`config.mk`:
```
export PLATFORM = sky130hd
export DESIGN_NAME = gb3_queue
export DESIGN_NICKNAME = d
export VERILOG_FILES = /design/src/rtl/gb3_queue.sv
export SDC_FILE = /design/constraint.sdc
export NUM_CORES = 1
export LEC_CHECK = 0
export BUFFER_PORTS_ARGS = -buffer_cell sky130_fd_sc_hd__buf_2
export CAP_MARGIN = 20
export CORE_MARGIN = 3
export CORE_UTILIZATION = 35
export CTS_CLUSTER_SIZE = 40
export DETAILED_ROUTE_END_ITERATION = 7
export HOLD_SLACK_MARGIN = 0.06
export PLACE_DENSITY = 0.58
export SLEW_MARGIN = 15
export SYNTH_ARGS = -nofsm -noshare
export SYNTH_HDL_FRONTEND = slang
export SYNTH_SLANG_ARGS = --single-unit
export TNS_END_PERCENT = 1
```
`constraint.sdc`:
```
create_clock -name clock -period 1.65 [get_ports clock]
set_clock_uncertainty 0.05 [all_clocks]
set_input_delay 0.165 -clock clock [delete_from_list [all_inputs] [get_ports clock]]
set_output_delay 0.165 -clock clock [all_outputs]
set_load 0.01 [all_outputs]
```
`src/rtl/gb3_queue.sv`:
```
`default_nettype none
// ----------------------------------------------------------------------------
// gb3_queue: two-entry op queue
// Decouples the classifier from the line-buffer pipeline.
// ----------------------------------------------------------------------------
module gb3_queue #(
   parameter int WIDTH = 8
) (
   input  logic             clock,
   input  logic             reset,
   input  logic             push_valid,
   output logic             push_ready,
   input  logic [WIDTH-1:0] push_data,
   output logic             pop_valid,
   input  logic             pop_ready,
   output logic [WIDTH-1:0] pop_data
);

   localparam int DEPTH = 2;
   localparam int PTR_W = $clog2(DEPTH);
   localparam int CNT_W = $clog2(DEPTH + 1);

   logic [WIDTH-1:0] slot_ff [DEPTH];
   logic [PTR_W-1:0] wr_ptr_ff, wr_ptr_in;
   logic [PTR_W-1:0] rd_ptr_ff, rd_ptr_in;
   logic [CNT_W-1:0] count_ff,  count_in;
   logic             do_push;
   logic             do_pop;

   always_comb begin
      push_ready = count_ff != CNT_W'(DEPTH);
      pop_valid  = count_ff != '0;
      pop_data   = slot_ff[rd_ptr_ff];
      do_push    = push_valid && push_ready;
      do_pop     = pop_valid && pop_ready;

      wr_ptr_in = do_push ? wr_ptr_ff + PTR_W'(1) : wr_ptr_ff;
      rd_ptr_in = do_pop  ? rd_ptr_ff + PTR_W'(1) : rd_ptr_ff;
      count_in  = count_ff;
      if (do_push && !do_pop) begin
         count_in = count_ff + CNT_W'(1);
      end else if (do_pop && !do_push) begin
         count_in = count_ff - CNT_W'(1);
      end
   end

   always_ff @(posedge clock) begin
      if (reset) begin
         wr_ptr_ff <= '0;
         rd_ptr_ff <= '0;
         count_ff  <= '0;
      end else begin
         wr_ptr_ff <= wr_ptr_in;
         rd_ptr_ff <= rd_ptr_in;
         count_ff  <= count_in;
      end
   end

   always_ff @(posedge clock) begin
      if (do_push) begin
         slot_ff[wr_ptr_ff] <= push_data;
      end
   end

endmodule
`default_nettype wire

```
==> results.cfg <==
[final_layout]
fin_cells = 111
layout-drive-gt1-share_pct = 46.4
n_antenna_cell = 0
nets = 98
area_growth_pct = 33.2
postLayoutCellArea_sq_um = 1070

[yosys]
avgSynthCellArea_sq_um = 16.4
synth_xor_area_share_pct = 3.26
synth_seq_area_share_pct = 72.0
syn_area_sq_um = 806
synth.area.mux_share_pct = 11.2
synthTopCellsByArea = edfxtp_1 (60%), dfxtp_1 (12%), mux2_2 (11%), xor2_1 (3.3%), nand2b_4 (1.7%)
synthCells = 49
netlist.area_leader.share_pct = 59.6
yosys.cell_count.top_type = edfxtp_1
synthAdderAreaFrac_pct = 1.55
synth-seq-cells = 21
synth-compound-area-share_pct = 3.73
synth_top_family_by_area = multiplexers
netlist_top_cells_count = edfxtp_1 (16), mux2_2 (8), dfxtp_1 (5), nor2_1 (3), xor2_1 (3)
synthSimpleGateAreaFrac_pct = 7.14
ys_warn_count = 0
async_reset_ff_share_pct = 0
synth_edf_count = 16
syn-num-nets = 62
yosysTopAreaCell = edfxtp_1
synth_cell_type_count = 17
ys.flop_type = edfxtp_1

[sta]
hold_viol = 0
finalCritPeriodShare_pct = 96.6
setup_viol = 0
tightestPinTransition_ns = 0.414
slew_viol_final = 0
finalCriticalPeriod_ns = 1.59
fmax_ghz = 0.627
setup_tns_ns = 0
grt_setup_unrepaired = no
maxSlewHeadroom_pct = 72.4

[floorplan]
start_util_pct = 39.1
core.rowCount = 16
die_y_um = 54.0
fp.dieW_um = 54.0
io_pins = 22
dieArea_sq_um = 2910
core-area_sq_um = 2060

[pwr]
power_leakage_nw = 0.430
power-per-cell-area_nw_per_um2 = 1340
ir_worst_vdd_v = 0.000646

[clock_tree]
cts-root-buf = clkbuf_4
numCtsBuffers = 3
cts_buffer_depth = 2
path_clk_slew_ns = 0.10
worstSkewPairLatency_ns = 0.29
clock-sinks = 21
cts_tree = built
htreeDepth = 1
cts_setup_buffers = 0

[min_path]
min_from = push_valid
whs_path_depth = 3
whs_endpoint = wr_ptr_ff$_SDFFE_PP0P_
min_path_type = in2reg

[global_route]
grt_pass1_wl_um = 1990
track_usage_pct = 10.0
antenna_found_initial = 0
grt_max_degree = 12
grt_pass1_vias = 495
globalRoute.totalOverflow = 0

[detailed_routing]
ant_nets = 0
wl_per_cell_um = 11.6
via_per_inst = 4.52
vias = 502
first_pass_iters = 4
drt_iter0_markers = 8
remaining_drc_errors = 0
routed_wl_um = 1280

[run_status]
run_status = finished, final reports clean

[placed_design]
place.gp.congestion = 0.636
dpl.cell_count = 98
place.port_buffers = 21
dpl_cell_area_sq_um = 955
dpl.hpwl_um = 874

[setup_path]
setup.worst_path.start_class = flop
cp.arrival_ns = 1.77
critPathRequiredTime_ns = 1.82
r2r_cells = 5
cp-end-kind = flop
r2r_slack_ns = 0.06
r2r_end = count_ff[1]$_SDFFE_PP0P_
critPathMaxFanout = 5
regToRegStartpoint = count_ff[0]$_SDFFE_PP0P_
crit_type = reg2reg

[flow_run]
drv_cap = 0
-- per-layer routing --
layer  share of wire [%]  global-route usage (%)  wire length (um)  up-vias
met5                   0                       0                 0        -
met2                  50                    18.5               647       14
met1                  44                    9.81               564      239
li1                    -                       -                 -      249
met3                 5.6                    4.16                72        0
met4                   0                    3.73                 0        0
-- worst max path at each step --
stage,depth (start not counted),to,slack [ns],start
floorplan,5,count_ff[1]$_SDFFE_PP0P_,0.08,count_ff[0]$_SDFFE_PP0P_
global placement,5,count_ff[1]$_SDFFE_PP0P_,0.10,count_ff[1]$_SDFFE_PP0P_
detailed placement,5,count_ff[1]$_SDFFE_PP0P_,0.04,count_ff[1]$_SDFFE_PP0P_
CTS,5,count_ff[1]$_SDFFE_PP0P_,0.001,count_ff[1]$_SDFFE_PP0P_
global route,5,count_ff[1]$_SDFFE_PP0P_,0.0005,count_ff[0]$_SDFFE_PP0P_
finish,5,count_ff[1]$_SDFFE_PP0P_,0.06,count_ff[0]$_SDFFE_PP0P_
-- kinds of logic (layout without fill, tap and decap cells) --
| logic type | Yosys count | in the layout |
|---|---|---|
| AOI/OAI and AO/OA | 5 | 5 |
| muxes | 8 | 8 |
| buffers and inverters | 2 | 37 |
| and+or+nand+nor | 9 | 9 |
| adders and majority gates | 1 | 1 |
| xor gates and xnor gates | 3 | 3 |
| DFF | 21 | 21 |
-- sequential cells by signal, indices dropped and copies added (netlist names), named ones only --
| name | cells |
|---|---|
| wr_ptr_ff | 1 |
| rd_ptr_ff | 1 |
| count_ff | 2 |
| slot_ff | 16 |
-- stage by stage --
stage	util, %	setup slack (ns)	total power, mW	hold slack (ns)
2_1_floorplan	-	0.0828	1.04	0.184
3_3_place_gp	46.3	0.101	1.20	0.303
3_5_place_dp	46.3	0.0424	1.21	0.307
4_1_cts	51.9	0.00124	1.47	0.108
5_1_grt	52.1	0.000491	1.55	0.139
6_report	52.1	0.0564	1.44	0.125
-- repair_timing --
| item | 4_1_cts | 5_1_grt |
|---|---|---|
| hold buffers | 9 | 0 |
| hold endpoints to repair | 21 | 0 |
| endpoints found under the setup margin | 0 | 9 |
| gates resized for setup | 0 | 3 |
-- power breakdown --
part	switching, mW	internal [mW]	total (mW)
Clock	0.139	0.0940	0.233
Combinational	0.213	0.258	0.471
Sequential	0.0640	0.675	0.739
Total	0.416	1.03	1.44
-- critical path, cell delays in order, from the launching register on --
cell      delay (ns)
dfxtp_1         0.33
nand2b_4        0.15
and2_1          0.16
ha_1            0.30
or3_1           0.37
a21oi_1         0.16
-- cells in the final DEF, fill, tap and decap left out --
master,netlist,final
or2_2,1,1
a21oi_1,2,2
dlygate4sd3_1,0,9
inv_1,1,1
nor2_1,3,3
a21bo_2,1,1
or3_1,1,1
o21ai_1,0,1
buf_2,1,21
edfxtp_1,16,16
xor2_1,3,3
clkbuf_4,0,3
mux2_2,8,8
o21ai_0,2,1
clkbuf_1,0,1
dfxtp_1,5,3
and3_1,1,1
buf_4,0,2
ha_1,1,1
nand3b_1,1,1
dfxtp_2,0,2
nand2b_4,1,1
and2_1,1,1
-- area by class of cell --
type / instances / area, sq um
fillers: 203 / 988
flip-flops and latches: 21 / 583
multi-input cells: 26 / 216
repair buffers: 32 / 210
well taps: 27 / 33.8
clock buffers: 4 / 26.3
inverters: 1 / 3.75
Note: power is estimated with default switching activity, not from simulation.
