<file path="config.mk">
export PLATFORM = sky130hd
export DESIGN_NAME = gb3_front
export DESIGN_NICKNAME = d
export VERILOG_FILES = /design/src/rtl/gb3_pkg.sv /design/src/rtl/gb3_front.sv
export SDC_FILE = /design/constraint.sdc
export NUM_CORES = 1
export LEC_CHECK = 0
export BUFFER_PORTS_ARGS = -buffer_cell sky130_fd_sc_hd__buf_2
export CORE_MARGIN = 2
export CORE_UTILIZATION = 45
export DETAILED_ROUTE_END_ITERATION = 10
export PLACE_DENSITY = 0.69
export SYNTH_ARGS = -nofsm -noshare
export SYNTH_HDL_FRONTEND = slang
export SYNTH_SLANG_ARGS = --single-unit
</file>
<file path="constraint.sdc">
create_clock -name clock -period 3.15 [get_ports clock]
set_input_delay 0.4725 -clock clock [delete_from_list [all_inputs] [get_ports clock]]
set_output_delay 0.4725 -clock clock [all_outputs]
set_load 0.03 [all_outputs]
</file>
<file path="src/rtl/gb3_pkg.sv">
`default_nettype none
// ----------------------------------------------------------------------------
// gb3_pkg: shared types and constants for the 3x3 blur
// Field widths, command and register codes, and the front-to-back op record.
// ----------------------------------------------------------------------------
package gb3_pkg;

   localparam int PIXEL_W      = 8;
   localparam int CFG_WIDTH_W  = 11;
   localparam int CFG_HEIGHT_W = 16;
   // one spare bit: the raster position runs up to height + 1 while draining
   localparam int ROW_W        = CFG_HEIGHT_W + 1;
   localparam int CSR_ADDR_W   = 3;
   localparam int CSR_DATA_W   = 32;
   // 1-2-1 by 1-2-1 over 16: one doubling per axis, divide by 16
   localparam int BLUR_SHIFT   = 4;
   localparam int COLSUM_W     = PIXEL_W + 2;
   localparam int WINSUM_W     = PIXEL_W + BLUR_SHIFT;

   localparam logic [CFG_HEIGHT_W-1:0] RESET_HEIGHT = 16'd1024;

   typedef enum logic {
      CMD_PIXEL = 1'b0,
      CMD_DRAIN = 1'b1
   } command_type;

   typedef enum logic {
      REG_IMAGE_WIDTH  = 1'b0,
      REG_IMAGE_HEIGHT = 1'b1
   } csr_reg_type;

   typedef struct packed {
      logic [CFG_WIDTH_W-1:0]  width;
      logic [CFG_HEIGHT_W-1:0] height;
      logic                    restart;
   } cfg_type;

   // one column push into the back end
   typedef struct packed {
      logic [PIXEL_W-1:0] pixel;
      logic               up_ok;
      logic               down_ok;
      logic               col_first;
      logic               col_last;
      logic               emit;
      logic               last;
   } op_type;

endpackage
`default_nettype wire

</file>
<file path="src/rtl/gb3_front.sv">
`default_nettype none
// ----------------------------------------------------------------------------
// gb3_front: input classifier
// Tracks the raster position and pending outputs, sorts each beat into
// pixel, drain or no-op, and issues one column push per useful beat.
// ----------------------------------------------------------------------------
module gb3_front import gb3_pkg::*; #(
   parameter int MAX_COLUMNS = 1024,
   localparam int COL_W = $clog2(MAX_COLUMNS)
) (
   input  logic               clock,
   input  logic               reset,
   input  cfg_type            cfg,
   input  logic               req_tvalid,
   output logic               req_tready,
   input  logic [PIXEL_W-1:0] req_tdata,
   input  logic               req_tuser,
   output logic               op_valid,
   input  logic               op_ready,
   output logic [COL_W-1:0]   op_col,
   output op_type             op_flags
);

   localparam int PEND_W = $clog2(MAX_COLUMNS + 2);
   localparam int EXT_W  = ((COL_W + 1) > CFG_WIDTH_W ? (COL_W + 1) : CFG_WIDTH_W) + 1;

   logic [COL_W-1:0]  col_ff,   col_in;
   logic [ROW_W-1:0]  row_ff,   row_in;
   logic [PEND_W-1:0] pend_ff,  pend_in;
   logic              extra_ff, extra_in;

   logic [EXT_W-1:0]  col_ext;
   logic [EXT_W-1:0]  w_ext;
   logic              wrap;
   logic              all_in;
   logic              is_pix;
   logic              is_drain;
   logic              pend_full;
   logic              accept;
   logic              pushed;

   always_comb begin
      col_ext   = EXT_W'(col_ff);
      w_ext     = EXT_W'(cfg.width);
      wrap      = (col_ext + EXT_W'(1)) >= w_ext;
      all_in    = row_ff >= ROW_W'(cfg.height);
      is_pix    = (command_type'(req_tuser) == CMD_PIXEL) && !all_in;
      is_drain  = all_in && (pend_ff != '0);
      pend_full = EXT_W'(pend_ff) == (w_ext + EXT_W'(1));

      // a single-row frame takes one filler push after its last pixel
      req_tready = op_ready && !extra_ff;
      accept     = req_tvalid && req_tready;
      op_valid   = extra_ff || (accept && (is_pix || is_drain));
      pushed     = op_valid && op_ready;

      op_col             = col_ff;
      op_flags.pixel     = req_tdata;
      op_flags.up_ok     = row_ff >= ROW_W'(2);
      op_flags.down_ok   = row_ff < ROW_W'(cfg.height);
      op_flags.col_first = col_ff == '0;
      op_flags.col_last  = wrap;
      op_flags.emit      = !extra_ff && (is_pix ? pend_full : is_drain);
      op_flags.last      = !extra_ff && is_drain && (pend_ff == PEND_W'(1));

      col_in   = col_ff;
      row_in   = row_ff;
      pend_in  = pend_ff;
      extra_in = extra_ff;

      if (pushed) begin
         if (wrap) begin
            col_in = '0;
            row_in = row_ff + ROW_W'(1);
         end else begin
            col_in = COL_W'(col_ext + EXT_W'(1));
         end
      end

      if (accept && is_pix) begin
         pend_in = pend_full ? pend_ff : pend_ff + PEND_W'(1);
      end else if (accept && is_drain) begin
         pend_in = pend_ff - PEND_W'(1);
      end

      if (extra_ff && op_ready) begin
         extra_in = 1'b0;
      end else if (accept && is_pix && wrap && (cfg.height == CFG_HEIGHT_W'(1))) begin
         extra_in = 1'b1;
      end

      // frame done or register written: start over at the top left
      if ((pushed && op_flags.last) || cfg.restart) begin
         col_in   = '0;
         row_in   = '0;
         pend_in  = '0;
         extra_in = 1'b0;
      end
   end

   always_ff @(posedge clock) begin
      if (reset) begin
         col_ff   <= '0;
         row_ff   <= '0;
         pend_ff  <= '0;
         extra_ff <= 1'b0;
      end else begin
         col_ff   <= col_in;
         row_ff   <= row_in;
         pend_ff  <= pend_in;
         extra_ff <= extra_in;
      end
   end

endmodule
`default_nettype wire

</file>
==> impl_metrics.xml <==
<?xml version="1.0" encoding="UTF-8"?>
<metrics>
  <group name="routing">
    <metric name="routed-wl-met3" unit="um">521</metric>
    <metric name="num_vias" unit="">3699</metric>
    <metric name="avgViaCountPerCell" unit="">5.86</metric>
    <metric name="postRouteAntennaNets" unit="">0</metric>
    <metric name="first_pass_iters" unit="">4</metric>
    <metric name="detailroute.wirelength.met2" unit="um">4760</metric>
    <metric name="top_layer" unit="">met4</metric>
    <metric name="route.detailed.wl_per_inst" unit="um">15.5</metric>
    <metric name="met1Wirelength" unit="um">4380</metric>
    <metric name="drt_iter0_markers" unit="">175</metric>
    <metric name="drc" unit="">0</metric>
    <metric name="route.final.wire_length" unit="um">9780</metric>
  </group>
  <group name="setup_path">
    <metric name="crit_required" unit="ns">2.68</metric>
    <metric name="startpoint_of_the_most_critical_register_to_register_path" unit="">op_col[0]$_SDFFE_PP0P_</metric>
    <metric name="setup.worst_path.end_class" unit="">primary output</metric>
    <metric name="r2r-end" unit="">row_ff[14]$_SDFFE_PP0P_</metric>
    <metric name="timing.setup.critical_path_class" unit="">reg2out</metric>
    <metric name="reg2regPathDepth" unit="">15</metric>
    <metric name="worst-endpoint-arrival" unit="ns">2.61</metric>
    <metric name="crit_path_max_fanout" unit="">6</metric>
    <metric name="cp-start-kind" unit="">register</metric>
    <metric name="setup.reg_to_reg.worst_slack" unit="ns">0.12</metric>
  </group>
  <group name="yosys">
    <metric name="synth_nets" unit="">558</metric>
    <metric name="netlist_area" unit="mm2">0.00370</metric>
    <metric name="number_of_enable_flip_flop_cells_after_synthesis" unit="">0</metric>
    <metric name="ys_ff_latch" unit="">39</metric>
    <metric name="syn-instance-count" unit="">481</metric>
    <metric name="yosys.area_share.adder" unit="%">12.2</metric>
    <metric name="yosys.cell_count.top_type" unit="">inv_1</metric>
    <metric name="synth_seq_area_share" unit="%">21.1</metric>
    <metric name="post_synth_xor_xnor_area" unit="%">5.44</metric>
    <metric name="ys_dominant_reg_cell" unit="">dfxtp_1</metric>
    <metric name="synth.cells.most_frequent" unit="">43 x inv_1, 39 x a21oi_1, 39 x dfxtp_1, 36 x ha_1, 34 x nand2_1</metric>
    <metric name="synth_area_leader_cell" unit="">dfxtp_1</metric>
    <metric name="yosys.cell_types.count" unit="">59</metric>
    <metric name="synthTopCellsByArea" unit="">dfxtp_1 21%, ha_1 12%, a21oi_1 5.3%</metric>
    <metric name="synth_async_sr_flop_share" unit="%">0</metric>
    <metric name="yosysWarnings" unit="">0</metric>
    <metric name="syn_area_cell" unit="um2">7.69</metric>
    <metric name="synth_compound_gate_area_share" unit="%">19.4</metric>
    <metric name="synth_top_family_by_area" unit="">simple AND/OR/NAND/NOR gates</metric>
    <metric name="synth-simple-area-share" unit="%">29.9</metric>
    <metric name="synthMuxAreaShare" unit="%">2.57</metric>
    <metric name="yosysTopAreaCellShare" unit="%">21.1</metric>
  </group>
  <group name="timing">
    <metric name="final_max_slew_viols" unit="">0</metric>
    <metric name="final.min_clock_period" unit="ns">3.08</metric>
    <metric name="setup_slack" unit="ns">0.0696</metric>
    <metric name="tightestPinTransition" unit="ns">0.679</metric>
    <metric name="setup_viol_count_final" unit="">0</metric>
    <metric name="finalCritPeriodShare" unit="%">97.8</metric>
    <metric name="clock_skew" unit="ns">0.00617</metric>
    <metric name="max_freq" unit="GHz">0.325</metric>
    <metric name="count_of_final_hold_check_violations" unit="">0</metric>
    <metric name="rsz_0062_raised_after_global_routing" unit="">true</metric>
    <metric name="fin_setup_tns" unit="ns">0</metric>
    <metric name="max_slew_margin" unit="%">54.4</metric>
  </group>
  <group name="status">
    <metric name="outcome" unit="">finished, final reports clean</metric>
  </group>
  <group name="floorplan">
    <metric name="die_width" unit="um">94.7</metric>
    <metric name="top_level_pins" unit="">67</metric>
    <metric name="fp.dieH" unit="um">94.7</metric>
    <metric name="placementRows" unit="">33</metric>
    <metric name="initial_core_util" unit="%">45.7</metric>
    <metric name="dieArea" unit="mm2">0.00896</metric>
    <metric name="core_region_area" unit="mm2">0.00809</metric>
  </group>
  <group name="worst_hold_path">
    <metric name="min_delay_worst_endpoint" unit="">row_ff[12]$_SDFFE_PP0P_</metric>
    <metric name="worst_hold_path.num_cells" unit="">2</metric>
    <metric name="hold_path_class" unit="">reg2reg</metric>
    <metric name="worstHoldStart" unit="">row_ff[12]$_SDFFE_PP0P_</metric>
  </group>
  <group name="power">
    <metric name="share_seq_of_total_power" unit="%">48.4</metric>
    <metric name="sw_frac_of_total" unit="%">29.5</metric>
    <metric name="finalPower" unit="W">0.00104</metric>
    <metric name="leak" unit="nW">1.79</metric>
    <metric name="power_density" unit="mW/mm2">241</metric>
    <metric name="share_clk_of_total_power" unit="%">32.8</metric>
    <metric name="vdd_ir_drop_max" unit="mV">0.123</metric>
    <metric name="combPwrFrac" unit="%">18.8</metric>
    <metric name="internal_power" unit="W">0.000730</metric>
    <metric name="net-switching-power" unit="W">0.000305</metric>
  </group>
  <group name="global_routing">
    <metric name="vias_in_the_first_global_route" unit="">3410</metric>
    <metric name="maximum_number_of_pins_on_one_net_before_global_route_repair" unit="">33</metric>
    <metric name="grt.total_usage" unit="%">21.7</metric>
    <metric name="first_pass_grt_wire_length" unit="um">15600</metric>
    <metric name="grt.overflow.total" unit="">0</metric>
    <metric name="grt_antenna_before_repair" unit="">0</metric>
  </group>
  <group name="cts">
    <metric name="cts_tree" unit="">done</metric>
    <metric name="clock_tree.htree_level_count" unit="">2</metric>
    <metric name="clock-sinks" unit="">39</metric>
    <metric name="clkSlewWorstSetupHoldPaths" unit="ns">0.08</metric>
    <metric name="clock_latency" unit="ns">0.29</metric>
    <metric name="cts-buffers-inserted" unit="">5</metric>
    <metric name="cts-root-buf" unit="">clkbuf_8</metric>
    <metric name="cts.path.max_buffers" unit="">2</metric>
    <metric name="cts_hold_buffers" unit="">0</metric>
  </group>
  <group name="place">
    <metric name="post-dp-hpwl" unit="um">7460</metric>
    <metric name="pre_cts_worst_setup_slack" unit="ns">0.0753</metric>
    <metric name="port-buffer-count" unit="">50</metric>
    <metric name="placedCellCount" unit="">619</metric>
    <metric name="routabilityCongestion" unit="">0.883</metric>
  </group>
  <group name="cells_and_area">
    <metric name="fill_cells" unit="">790</metric>
    <metric name="num_antenna_cells" unit="">0</metric>
    <metric name="nets" unit="">602</metric>
    <metric name="instances_no_fill" unit="">631</metric>
    <metric name="drive_gt1_share" unit="%">22.6</metric>
    <metric name="postLayoutCoreUtil" unit="%">53.0</metric>
    <metric name="areaGrowthSynthToFinish" unit="%">15.9</metric>
  </group>
  <group name="flow_run">
    <metric name="max_cap_violations" unit="">0</metric>
  </group>
</metrics>
## logic make-up (layout without fill, tap and decap cells)
group	Yosys count	in the layout
fa+ha+maj	36	36
simple gates	190	190
buf+inv	79	124
mux	9	9
flops	39	39
xor+xnor	23	23
compound gates	105	105
## cell type report
type                       instances  area (um2)  share of cell area, %
clock buffer                       6        72.6                   1.69
clock inverter                     2        12.5                  0.292
inverter                          43         161                   3.76
multi-input combinational        363        2670                   62.2
sequential                        39         801                   18.7
tap                              105         131                   3.06
timing repair buffer              73         442                   10.3
## layer usage
layer | global-route usage (%) | vias to the layer above
met5 | 0 | -
met4 | 3.50 | 0
met3 | 2.87 | 11
met2 | 39.7 | 101
met1 | 27.3 | 1732
li1 | - | 1855
## critical path, stage by stage, from the launching register on
cell	delay [ns]
dfxtp_4	0.39
ha_4	0.15
nand3_4	0.10
nor2_4	0.12
nand4_1	0.16
xnor2_2	0.21
ha_2	0.22
a2111oi_4	0.34
o21ai_1	0.12
a21oi_2	0.17
or2_4	0.14
inv_1	0.06
buf_6	0.14
## registers in the layout, indices dropped and copies added, names as in the netlist
name	flops
pend_ff	11
op_col	10
row_ff	17
extra_ff	1
## power by group through the flow
stage / clock, W / combinational (W) / sequential (W)
floorplan: 0 / 0.000151 / 0.000510
global placement: 0 / 0.000187 / 0.000514
detailed placement: 0 / 0.000192 / 0.000514
CTS: 0.000353 / 0.000193 / 0.000503
global route: 0.000371 / 0.000216 / 0.000502
finish: 0.000339 / 0.000195 / 0.000501
## worst max path at each step
stage,from,endpoint,slack [ns],cells after the start
CTS,op_col[2]$_SDFFE_PP0P_,op_flags[2],0.001,11
floorplan,op_col[0]$_SDFFE_PP0P_,op_flags[2],0.03,13
finish,op_col[0]$_SDFFE_PP0P_,op_flags[2],0.07,12
global route,op_col[0]$_SDFFE_PP0P_,op_flags[2],-0.06,12
detailed placement,op_col[0]$_SDFFE_PP0P_,row_ff[5]$_SDFFE_PP0P_,0.08,13
global placement,cfg[16],pend_ff[8]$_SDFFE_PP0P_,0.13,10
## placed cells by master, fill, tap and decap left out, types with 17 or more instances in the layout
master / Yosys / routed
buf_2: 6 / 49
inv_1: 43 / 43
a21oi_1: 39 / 38
nand2_1: 34 / 34
ha_1: 36 / 34
dfxtp_1: 39 / 29
nand3_1: 29 / 27
buf_4: 10 / 22
nor2_1: 21 / 19
or4_1: 18 / 18
nand4_1: 17 / 17
## per-stage QoR
stage	hold slack [ns]	area, um2
global placement	0.467	4060
floorplan	0.470	3720
CTS	0.491	4170
detailed placement	0.478	4060
global route	0.538	4290
finish	0.517	4290
## timing repair
| item | in CTS | in global routing |
|---|---|---|
| pin swaps | 0 | 7 |
| setup endpoints to repair | 1 | 14 |
| setup buffers | 0 | 4 |
| gates cloned | 0 | 0 |
| gates resized for setup | 7 | 24 |
Note: power is estimated with default switching activity, not from simulation.
